--- config.mk ---
export PLATFORM = sky130hd
export DESIGN_NAME = text_word_tokenizer_line_hasher_flat
export DESIGN_NICKNAME = d
export VERILOG_FILES = /design/src/rtl/twlh_pkg.sv /design/src/rtl/twlh_in_if.sv /design/src/rtl/twlh_out_if.sv /design/src/rtl/twlh_cfg_if.sv /design/src/rtl/twlh_core.sv /design/src/rtl/twlh_outq.sv /design/src/rtl/text_word_tokenizer_line_hasher.sv /design/src/flat_wrapper.sv
export SDC_FILE = /design/constraint.sdc
export NUM_CORES = 1
export LEC_CHECK = 0
export ABC_AREA = 1
export BUFFER_PORTS_ARGS = -buffer_cell sky130_fd_sc_hd__buf_2
export CAP_MARGIN = 20
export CORE_MARGIN = 4
export CORE_UTILIZATION = 60
export DETAILED_ROUTE_END_ITERATION = 7
export PLACE_DENSITY = 0.79
export SETUP_SLACK_MARGIN = 0.5
export SYNTH_ARGS = -nofsm -noshare
export SYNTH_HDL_FRONTEND = slang
export SYNTH_SLANG_ARGS = --single-unit
--- constraint.sdc ---
create_clock -name clk -period 6.6 [get_ports clk]
set_input_delay 0.33 -clock clk [delete_from_list [all_inputs] [get_ports clk]]
set_output_delay 0.33 -clock clk [all_outputs]
set_load 0.02 [all_outputs]
--- src/rtl/twlh_pkg.sv ---
// Package of shared types, constants and functions for the word tokenizer and line hasher.
package twlh_pkg;

  localparam logic [15:0] MAX_LINE_BYTES = 16'd65535;
  localparam logic [15:0] MAX_LINES      = 16'd65535;
  localparam int unsigned HASH_ROT       = 7;
  localparam int unsigned CFG_IDX_W      = 2;
  localparam int unsigned MAX_RECS       = 3;

  typedef enum logic [CFG_IDX_W-1:0] {
    CFG_FOLD_CASE   = 2'd0,
    CFG_SKIP_SPACES = 2'd1
  } cfg_idx_t;

  typedef enum logic [1:0] {
    CLS_SPACE = 2'd0,
    CLS_WORD  = 2'd1,
    CLS_OTHER = 2'd2
  } cls_t;

  typedef enum logic {
    KIND_WORD = 1'b0,
    KIND_LINE = 1'b1
  } kind_t;

  typedef struct packed {
    logic [7:0] char_byte;
    logic       line_empty;
    logic       line_end;
  } item_t;

  typedef struct packed {
    kind_t       kind;
    cls_t        cls;
    logic [15:0] line;
    logic [15:0] start;
    logic [15:0] len;
    logic [31:0] hash;
    logic        last;
  } rec_t;

  // Records produced by one transaction, slot 0 delivered first
  typedef struct packed {
    logic [1:0]                n;
    rec_t [MAX_RECS-1:0]       rec;
  } batch_t;

  function automatic logic [31:0] mix(input logic [31:0] h, input logic [7:0] c);
    logic [31:0] rot;
    rot = {h[31-HASH_ROT:0], h[31:32-HASH_ROT]};
    return rot + {{24{c[7]}}, c};
  endfunction

  function automatic cls_t class_of(input logic [7:0] c);
    cls_t r;
    if (c == 8'h20 || c == 8'h09) begin
      r = CLS_SPACE;
    end else if ((c >= 8'h61 && c <= 8'h7a) || (c >= 8'h41 && c <= 8'h5a) ||
                 (c >= 8'h30 && c <= 8'h39) || c == 8'h5f) begin
      r = CLS_WORD;
    end else begin
      r = CLS_OTHER;
    end
    return r;
  endfunction

  function automatic logic [15:0] sat_inc(input logic [15:0] v, input logic [15:0] max);
    return (v >= max) ? max : v + 16'd1;
  endfunction

endpackage

--- src/rtl/twlh_in_if.sv ---
// Input channel interface: one text byte per transaction with line flags.
interface twlh_in_if;
  logic       valid;
  logic       ready;
  logic [7:0] char_byte;
  logic       line_empty;
  logic       line_end;

  modport source (output valid, char_byte, line_empty, line_end, input ready);
  modport sink   (input valid, char_byte, line_empty, line_end, output ready);
endinterface

--- src/rtl/twlh_out_if.sv ---
// Result channel interface: one word or line record per transaction.
interface twlh_out_if;
  logic        valid;
  logic        ready;
  logic        record_kind;
  logic [1:0]  word_class;
  logic [15:0] line_index;
  logic [15:0] start_pos;
  logic [15:0] word_length;
  logic [31:0] hash_value;
  logic        last_of_run;

  modport source (output valid, record_kind, word_class, line_index, start_pos,
                  word_length, hash_value, last_of_run, input ready);
  modport sink   (input valid, record_kind, word_class, line_index, start_pos,
                  word_length, hash_value, last_of_run, output ready);
endinterface

--- src/rtl/twlh_cfg_if.sv ---
// Configuration write channel interface: register index and write data.
interface twlh_cfg_if;
  logic                                valid;
  logic                                ready;
  logic [twlh_pkg::CFG_IDX_W-1:0]      index;
  logic                                data;

  modport source (output valid, index, data, input ready);
  modport sink   (input valid, index, data, output ready);
endinterface

--- src/rtl/twlh_core.sv ---
// Tokenizer core: classes each byte, tracks the open word and line, builds the records.
module twlh_core (
  input  logic                 clk,
  input  logic                 rst_n,
  twlh_cfg_if.sink             cfg_ch,
  input  logic                 accept,
  input  twlh_pkg::item_t      item,
  output twlh_pkg::batch_t     batch
);

  logic                 fold_case_r;
  logic                 skip_spaces_r;
  twlh_pkg::cls_t       run_class_r;
  logic [31:0]          run_hash_r;
  logic [15:0]          run_start_r;
  logic [15:0]          run_len_r;
  logic                 run_open_r;
  logic [15:0]          byte_pos_r;
  logic [15:0]          line_cnt_r;
  logic [31:0]          line_hash_r;

  logic [7:0]           c;
  twlh_pkg::cls_t       cls;
  logic                 new_run;
  logic [31:0]          run_hash_nxt;
  logic [15:0]          run_start_nxt;
  logic [15:0]          run_len_nxt;
  logic [31:0]          line_hash_upd;
  logic [15:0]          line_cnt_nxt;
  twlh_pkg::rec_t [2:0] cand;
  logic [2:0]           cand_v;
  logic [1:0]           slot;

  // Take configuration writes at any time
  assign cfg_ch.ready = 1'b1;

  // Fold case, class the byte and advance the open word
  always_comb begin
    c = item.char_byte;
    if (fold_case_r && c >= 8'h41 && c <= 8'h5a) begin
      c = c + 8'd32;
    end
    cls           = twlh_pkg::class_of(c);
    new_run       = !run_open_r || (cls != run_class_r);
    run_hash_nxt  = twlh_pkg::mix(new_run ? 32'd0 : run_hash_r, c);
    run_start_nxt = new_run ? byte_pos_r : run_start_r;
    run_len_nxt   = new_run ? 16'd1 : twlh_pkg::sat_inc(run_len_r, twlh_pkg::MAX_LINE_BYTES);
    line_hash_upd = (skip_spaces_r && cls == twlh_pkg::CLS_SPACE) ? line_hash_r
                                                                 : twlh_pkg::mix(line_hash_r, c);
    line_cnt_nxt  = twlh_pkg::sat_inc(line_cnt_r, twlh_pkg::MAX_LINES);
  end

  // Build candidate records: old word, word closed by line end, line record
  always_comb begin
    cand_v[0] = run_open_r && (item.line_empty || cls != run_class_r) &&
                !(skip_spaces_r && run_class_r == twlh_pkg::CLS_SPACE);
    cand_v[1] = !item.line_empty && item.line_end &&
                !(skip_spaces_r && cls == twlh_pkg::CLS_SPACE);
    cand_v[2] = item.line_empty || item.line_end;

    cand[0] = '{kind: twlh_pkg::KIND_WORD, cls: run_class_r, line: line_cnt_r,
                start: run_start_r, len: run_len_r, hash: run_hash_r, last: 1'b0};
    cand[1] = '{kind: twlh_pkg::KIND_WORD, cls: cls, line: line_cnt_r,
                start: run_start_nxt, len: run_len_nxt, hash: run_hash_nxt, last: 1'b0};
    cand[2] = '{kind: twlh_pkg::KIND_LINE, cls: twlh_pkg::CLS_SPACE, line: line_cnt_r,
                start: 16'd0, len: 16'd0,
                hash: item.line_empty ? line_hash_r : line_hash_upd, last: 1'b0};
  end

  // Pack valid candidates in order and flag the final one
  always_comb begin
    batch = '0;
    slot  = 2'd0;
    for (int i = 0; i < 3; i++) begin
      if (cand_v[i]) begin
        batch.rec[slot] = cand[i];
        slot = slot + 2'd1;
      end
    end
    batch.n = slot;
    for (int i = 0; i < 3; i++) begin
      batch.rec[i].last = (2'(i) == slot - 2'd1);
    end
  end

  // Hold configuration and tokenizer state
  always_ff @(posedge clk) begin
    if (!rst_n) begin
      fold_case_r   <= 1'b0;
      skip_spaces_r <= 1'b0;
      run_class_r   <= twlh_pkg::CLS_SPACE;
      run_hash_r    <= 32'd0;
      run_start_r   <= 16'd0;
      run_len_r     <= 16'd0;
      run_open_r    <= 1'b0;
      byte_pos_r    <= 16'd0;
      line_cnt_r    <= 16'd0;
      line_hash_r   <= 32'd0;
    end else begin
      if (cfg_ch.valid) begin
        unique case (cfg_ch.index)
          twlh_pkg::CFG_FOLD_CASE:   fold_case_r   <= cfg_ch.data;
          twlh_pkg::CFG_SKIP_SPACES: skip_spaces_r <= cfg_ch.data;
          default: ;
        endcase
      end
      if (accept) begin
        if (item.line_empty) begin
          run_open_r  <= 1'b0;
          line_hash_r <= 32'd0;
          byte_pos_r  <= 16'd0;
          line_cnt_r  <= line_cnt_nxt;
        end else begin
          run_class_r <= cls;
          run_hash_r  <= run_hash_nxt;
          run_start_r <= run_start_nxt;
          run_len_r   <= run_len_nxt;
          run_open_r  <= !item.line_end;
          line_hash_r <= item.line_end ? 32'd0 : line_hash_upd;
          byte_pos_r  <= item.line_end ? 16'd0
                         : twlh_pkg::sat_inc(byte_pos_r, twlh_pkg::MAX_LINE_BYTES);
          if (item.line_end) begin
            line_cnt_r <= line_cnt_nxt;
          end
        end
      end
    end
  end

  // An open word never starts past the current byte position
  a_start_le_pos: assert property (@(posedge clk) disable iff (!rst_n)
    run_open_r |-> run_start_r <= byte_pos_r)
    else $error("open word starts beyond byte position");

  // A line close always yields at least the line record
  a_line_has_rec: assert property (@(posedge clk) disable iff (!rst_n)
    (accept && (item.line_empty || item.line_end)) |-> batch.n != 2'd0)
    else $error("line close produced no record");

endmodule

--- src/rtl/twlh_outq.sv ---
// Result queue: holds up to three records of one transaction and drains them in order.
module twlh_outq (
  input  logic                 clk,
  input  logic                 rst_n,
  input  logic                 load,
  input  twlh_pkg::batch_t     batch,
  output logic                 can_load,
  twlh_out_if.source           out_ch
);

  twlh_pkg::rec_t [2:0] q_r;
  logic [1:0]           count_r;
  logic                 pop;

  assign pop      = (count_r != 2'd0) && out_ch.ready;
  assign can_load = (count_r == 2'd0) || ((count_r == 2'd1) && out_ch.ready);

  // Drive the head record
  assign out_ch.valid       = (count_r != 2'd0);
  assign out_ch.record_kind = q_r[0].kind;
  assign out_ch.word_class  = q_r[0].cls;
  assign out_ch.line_index  = q_r[0].line;
  assign out_ch.start_pos   = q_r[0].start;
  assign out_ch.word_length = q_r[0].len;
  assign out_ch.hash_value  = q_r[0].hash;
  assign out_ch.last_of_run = q_r[0].last;

  // Track fill level
  always_ff @(posedge clk) begin
    if (!rst_n) begin
      count_r <= 2'd0;
    end else if (load) begin
      count_r <= batch.n;
    end else if (pop) begin
      count_r <= count_r - 2'd1;
    end
  end

  // Load a new batch or shift toward the head
  always_ff @(posedge clk) begin
    if (load) begin
      q_r <= batch.rec;
    end else if (pop) begin
      q_r[0] <= q_r[1];
      q_r[1] <= q_r[2];
    end
  end

  // A batch loads only once the queue drains
  a_load_empty: assert property (@(posedge clk) disable iff (!rst_n)
    load |-> (count_r == 2'd0 || (count_r == 2'd1 && pop)))
    else $error("batch loaded over pending records");

  // The single remaining record is the final one of its batch
  a_tail_last: assert property (@(posedge clk) disable iff (!rst_n)
    (count_r == 2'd1) |-> q_r[0].last)
    else $error("lone record not marked final");

endmodule

--- src/rtl/text_word_tokenizer_line_hasher.sv ---
// Top level of the text word tokenizer and line hasher.
// The first record of a transaction is on out_ch in the cycle after acceptance.
// Throughput: one byte per cycle while each byte yields at most one record and out_ch is ready;
//   a transaction yielding k records (k up to 3) holds off new bytes until its last record is leaving.
// Reset: synchronous active-low rst_n clears configuration, word, line state and the queue.
module text_word_tokenizer_line_hasher (
  input  logic        clk,
  input  logic        rst_n,
  twlh_in_if.sink     in_ch,
  twlh_out_if.source  out_ch,
  twlh_cfg_if.sink    cfg_ch
);

  twlh_pkg::item_t  item;
  twlh_pkg::batch_t batch;
  logic             can_load;
  logic             accept;

  // Accept a byte whenever the queue will be free next cycle
  assign in_ch.ready = can_load;
  assign accept      = in_ch.valid && can_load;
  assign item        = '{char_byte: in_ch.char_byte, line_empty: in_ch.line_empty,
                         line_end: in_ch.line_end};

  twlh_core u_core (
    .clk    (clk),
    .rst_n  (rst_n),
    .cfg_ch (cfg_ch),
    .accept (accept),
    .item   (item),
    .batch  (batch)
  );

  twlh_outq u_outq (
    .clk      (clk),
    .rst_n    (rst_n),
    .load     (accept),
    .batch    (batch),
    .can_load (can_load),
    .out_ch   (out_ch)
  );

endmodule

--- src/flat_wrapper.sv ---
// flat-port wrapper written by rule: the top's interface ports become plain ports
module text_word_tokenizer_line_hasher_flat 
  (clk, rst_n, in_ch_valid, in_ch_char_byte, in_ch_line_empty, in_ch_line_end, in_ch_ready, out_ch_valid, out_ch_record_kind, out_ch_word_class, out_ch_line_index, out_ch_start_pos, out_ch_word_length, out_ch_hash_value, out_ch_last_of_run, out_ch_ready, cfg_ch_valid, cfg_ch_index, cfg_ch_data, cfg_ch_ready);
  twlh_in_if in_ch_i ();
  twlh_out_if out_ch_i ();
  twlh_cfg_if cfg_ch_i ();
  input  logic clk;
  input  logic rst_n;
  input wire logic [$bits(in_ch_i.valid)-1:0] in_ch_valid;
  input wire logic [$bits(in_ch_i.char_byte)-1:0] in_ch_char_byte;
  input wire logic [$bits(in_ch_i.line_empty)-1:0] in_ch_line_empty;
  input wire logic [$bits(in_ch_i.line_end)-1:0] in_ch_line_end;
  output wire logic [$bits(in_ch_i.ready)-1:0] in_ch_ready;
  output wire logic [$bits(out_ch_i.valid)-1:0] out_ch_valid;
  output wire logic [$bits(out_ch_i.record_kind)-1:0] out_ch_record_kind;
  output wire logic [$bits(out_ch_i.word_class)-1:0] out_ch_word_class;
  output wire logic [$bits(out_ch_i.line_index)-1:0] out_ch_line_index;
  output wire logic [$bits(out_ch_i.start_pos)-1:0] out_ch_start_pos;
  output wire logic [$bits(out_ch_i.word_length)-1:0] out_ch_word_length;
  output wire logic [$bits(out_ch_i.hash_value)-1:0] out_ch_hash_value;
  output wire logic [$bits(out_ch_i.last_of_run)-1:0] out_ch_last_of_run;
  input wire logic [$bits(out_ch_i.ready)-1:0] out_ch_ready;
  input wire logic [$bits(cfg_ch_i.valid)-1:0] cfg_ch_valid;
  input wire logic [$bits(cfg_ch_i.index)-1:0] cfg_ch_index;
  input wire logic [$bits(cfg_ch_i.data)-1:0] cfg_ch_data;
  output wire logic [$bits(cfg_ch_i.ready)-1:0] cfg_ch_ready;
  assign in_ch_i.valid = in_ch_valid;
  assign in_ch_i.char_byte = in_ch_char_byte;
  assign in_ch_i.line_empty = in_ch_line_empty;
  assign in_ch_i.line_end = in_ch_line_end;
  assign in_ch_ready = in_ch_i.ready;
  assign out_ch_valid = out_ch_i.valid;
  assign out_ch_record_kind = out_ch_i.record_kind;
  assign out_ch_word_class = out_ch_i.word_class;
  assign out_ch_line_index = out_ch_i.line_index;
  assign out_ch_start_pos = out_ch_i.start_pos;
  assign out_ch_word_length = out_ch_i.word_length;
  assign out_ch_hash_value = out_ch_i.hash_value;
  assign out_ch_last_of_run = out_ch_i.last_of_run;
  assign out_ch_i.ready = out_ch_ready;
  assign cfg_ch_i.valid = cfg_ch_valid;
  assign cfg_ch_i.index = cfg_ch_index;
  assign cfg_ch_i.data = cfg_ch_data;
  assign cfg_ch_ready = cfg_ch_i.ready;
  text_word_tokenizer_line_hasher u_core (.clk(clk), .rst_n(rst_n), .in_ch(in_ch_i), .out_ch(out_ch_i), .cfg_ch(cfg_ch_i));
endmodule
==> key figures <==
Worst setup path
  • CP Max Fanout: 36
  • CP Data Arrival Time: 5.74 ns
  • Crit Path Category: flip-flop to flip-flop
  • Setup crit end kind: flip-flop
  • Worst EP required: 6.91 ns
  • R2r startpoint: u_core.u_core.fold_case_r
  • Register-to-register setup slack: 1.18 ns
  • Startpoint Class: flip-flop
  • Crit Reg-Reg Endpoint: u_core.u_outq.out_ch.hash_value[19]
  • R2R depth: 24

Clocking
  • Sinks on Clock Net: 353
  • Setup bufs post-CTS: 0
  • CTS buffer count: 38
  • Resized cells post-CTS: 0
  • H-Tree Depth: 2
  • Root Driver: clkbuf_16
  • Largest buffer count on any clock path: 3
  • Hold_buf cts: 0
  • CTS tree: done
  • Clock Latency Late Sink: 0.57 ns
  • Clock slew at reported path FFs: 0.06 ns

Cells and area
  • Area Overhead vs Synth: 6.99%
  • Nets: 2,917
  • Final Non-Filler Cells: 3,315
  • Share of post-route cells with drive strength above 1: 8.41%
  • Ant diodes: 0

Global route
  • Global route overflow: 0
  • Gr usage total: 30.7%
  • Number of global-route vias before repair: 17,700
  • First-pass GRT wire length: 95,700 um
  • Initial antenna violation count: 1
  • Pin count of the biggest net entering global routing: 151

Logic synthesis
  • Multiplexer area fraction after synthesis: 0.279%
  • Synth Area in XOR/XNOR: 3.14%
  • Fraction of the mapped netlist area in compound gates: 14.9%
  • Number of synthesized flops with an enable pin: 218
  • Synth warn: 0
  • Syn Area/Cell: 7.54 um2
  • Post-synthesis simple-gate area fraction: 23.4%
  • Main combinational cell family by area after synthesis: simple AND/OR/NAND/NOR gates
  • Synth Flop Type: edfxtp_1
  • Adder-Cell Fraction of Synth Area: 4.43%
  • Post-Syn Area: 21,500 um2
  • Yosys reg bits: 353
  • Post-synthesis cell count: 2,851
  • Synth unique cells: 50
  • Register area share after synthesis: 43.0%
  • FFs w/ async S/R, synth: 0%

STA
  • Post-route setup slack: 1.18 ns
  • Worst slew pin tran: 0.971 ns
  • RSZ-0062 raised after global routing: false
  • Worst relative slew slack: 35.3%
  • Clk_skew: 0.0293 ns
  • Hold Fails Final Rpt: 0
  • Setup_tns: 0 ns
  • Final worst path period share: 82.2%
  • Final Max Slew Viols: 0
  • Final hold slack: 0.0572 ns
  • Final setup vio count: 0
  • Fmax: 184 MHz
  • Fin crit period: 5.42 ns

Min path
  • Worst Hold Endpoint: u_core.u_core.skip_spaces_r
  • Hold Path Origin: cfg_ch_data
  • Worst hold path type: primary input to flip-flop
  • Min-Delay Path Depth: 3

Route
  • Iter 0 DRT Violations: 1,775
  • Final ANT Viol Nets: 0
  • WL/cell: 18.5 um
  • Via density: 5.80
  • Routed WL: 61,200 um
  • DR pass1 iterations: 7
  • Vias: 19,200
  • Drc violations: 0

Power
  • NetSw: 0.00293 W
  • Flop pwr share: 42.2%
  • Pwr/cell area: 348 nW/um2
  • Power Total: 0.00801 W
  • Combinational cell fraction of total power: 30.1%
  • Clock Power Share: 27.7%
  • Internal power: 0.00508 W
  • Switching part of the total power: 36.6%
  • Leakage power: 10.1 nW
  • VDD IR max: 0.000348 V

Floorplanning
  • Die X: 197 um
  • Initial Util: 60.6%
  • Io pins: 105
  • Core area: 35,500 um2
  • Die area: 38,900 um2
  • Row cnt: 69
  • Die Y: 197 um

Placed design
  • Dpl cells: 3,244
  • Setup WS pre-CTS: 1.00 ns
  • Dpl hpwl: 42,500 um
  • Global placer's final weighted congestion: 1.02
  • PortBufs: 103

Run status
  • Outcome: finished clean

Flow run
  • Max-cap viol count: 0
==> cell families after synthesis <==
group	count (synthesis)
AOI/OAI and AO/OA	596
xor gates and xnor gates	77
adders and majority gates	75
buffers and inverters	515
DFF	353
muxes	6
other	2
and+or+nand+nor	1227
==> through the flow <==
step	area, um2	utilization (%)
global route	23000	64.9
global placement	21700	61.2
floorplan	21600	-
detailed placement	21700	61.2
finish	23000	64.9
CTS	23000	64.8
==> critical path, cell delays in order (launching register included) <==
cell and delay (ns):
dfxtp_1 0.33, nand2_1 0.06, nor2_1 0.20, nand3_2 0.15
nand2_2 0.16, nand2_1 0.09, nand2_1 0.10, nand3_2 0.11
nand3_1 0.15, nand3_4 0.11, nor2_8 0.38, inv_2 0.42
buf_4 0.33, nor2_1 0.16, ha_1 0.27, nand2_1 0.07
nand2_1 0.08, a31oi_1 0.25, o21ai_0 0.14, a21oi_1 0.44
o21ai_0 0.27, xnor2_1 0.50, nor2_1 0.10, o21ai_0 0.19
nand2_1 0.08
==> metal layers <==
| layer | up-vias | global-route usage [%] | share of wire (%) |
|---|---|---|---|
| met5 | - | 0 | 0 |
| met4 | 0 | 9.35 | 3.1 |
| met3 | 128 | 5.27 | 8.0 |
| met2 | 837 | 49.2 | 46 |
| met1 | 9030 | 43.1 | 43 |
| li1 | 9229 | - | - |
==> registers in the layout, summed over array words and instances (netlist names) <==
register / count
u_core.u_core.fold_case_r: 1
u_core.u_core.skip_spaces_r: 1
u_core.u_core.run_open_r: 1
u_core.u_outq.out_ch.hash_value: 32
u_core.u_outq.out_ch.line_index: 16
u_core.u_outq.out_ch.start_pos: 16
u_core.u_core.line_cnt_r: 16
u_core.u_core.run_len_r: 16
u_core.u_core.run_hash_r: 32
u_core.u_core.line_hash_r: 32
u_core.u_outq.out_ch.word_class: 2
u_core.u_core.run_class_r: 2
u_core.u_outq.count_r: 2
u_core.u_outq.out_ch.last_of_run: 1
u_core.u_core.run_start_r: 16
u_core.u_outq.out_ch.record_kind: 1
u_core.u_outq.out_ch.word_length: 16
u_core.u_outq.q_r: 134
u_core.u_core.byte_pos_r: 16
==> cells in the mapped netlist (all sizes together), types with 18 or more instances <==
cell    number  area, um2
o21ai      311       1580
edfxtp     218       6550
xor2        52        455
nor3        28        140
dfxtp      135       2700
nand4       18        113
nand3      133        711
nand2      790       3000
ha          73        913
nor2       223        856
a21oi      205       1030
inv        309       1160
xnor2       25        219
clkbuf      79        298
buf        126        855
==> cells in the final DEF (no fill, tap or decap), types with 17 or more instances in the layout <==
master,count
a21oi_1,205
buf_2,103
buf_4,18
clkbuf_16,39
dfxtp_1,135
edfxtp_1,218
ha_1,73
inv_1,299
nand2_1,780
nand3_1,127
nand4_1,18
nor2_1,217
nor3_1,28
o21ai_0,242
o21ai_1,62
o21bai_1,17
xnor2_1,25
xor2_1,52
==> how the worst max path moves through the flow <==
stage	start	end	slack [ns]
after floorplan	u_core.u_outq.count_r[0]	u_core.u_outq.count_r[0]	1.47
after global placement	in_ch_char_byte[1]	u_core.u_outq.out_ch.hash_value[19]	1.05
after detailed placement	in_ch_char_byte[1]	u_core.u_outq.out_ch.hash_value[19]	1.0
after CTS	u_core.u_core.fold_case_r	u_core.u_outq.out_ch.hash_value[19]	1.24
after global routing	u_core.u_core.fold_case_r	u_core.u_outq.out_ch.hash_value[19]	0.75
final	u_core.u_core.fold_case_r	u_core.u_outq.out_ch.hash_value[19]	1.18
==> cell type report <==
class,instances,area [um2]
Multi-Input combinational cell,1997,10000
Timing Repair Buffer,124,711
Clock inverter,20,229
Tap cell,461,577
Sequential cell,353,9250
Inverter,310,1170
Fill cell,3004,12500
Clock buffer,50,1060
==> power by group through the flow <==
stage | Sequential (W) | Clock, W | Combinational, W
after global placement | 0.00340 | 0 | 0.00233
after floorplan | 0.00341 | 0 | 0.00192
after CTS | 0.00338 | 0.00224 | 0.00239
after detailed placement | 0.00342 | 0 | 0.00238
after global routing | 0.00343 | 0.00233 | 0.00264
final | 0.00338 | 0.00222 | 0.00241
Note: power is estimated with default switching activity, not from simulation.
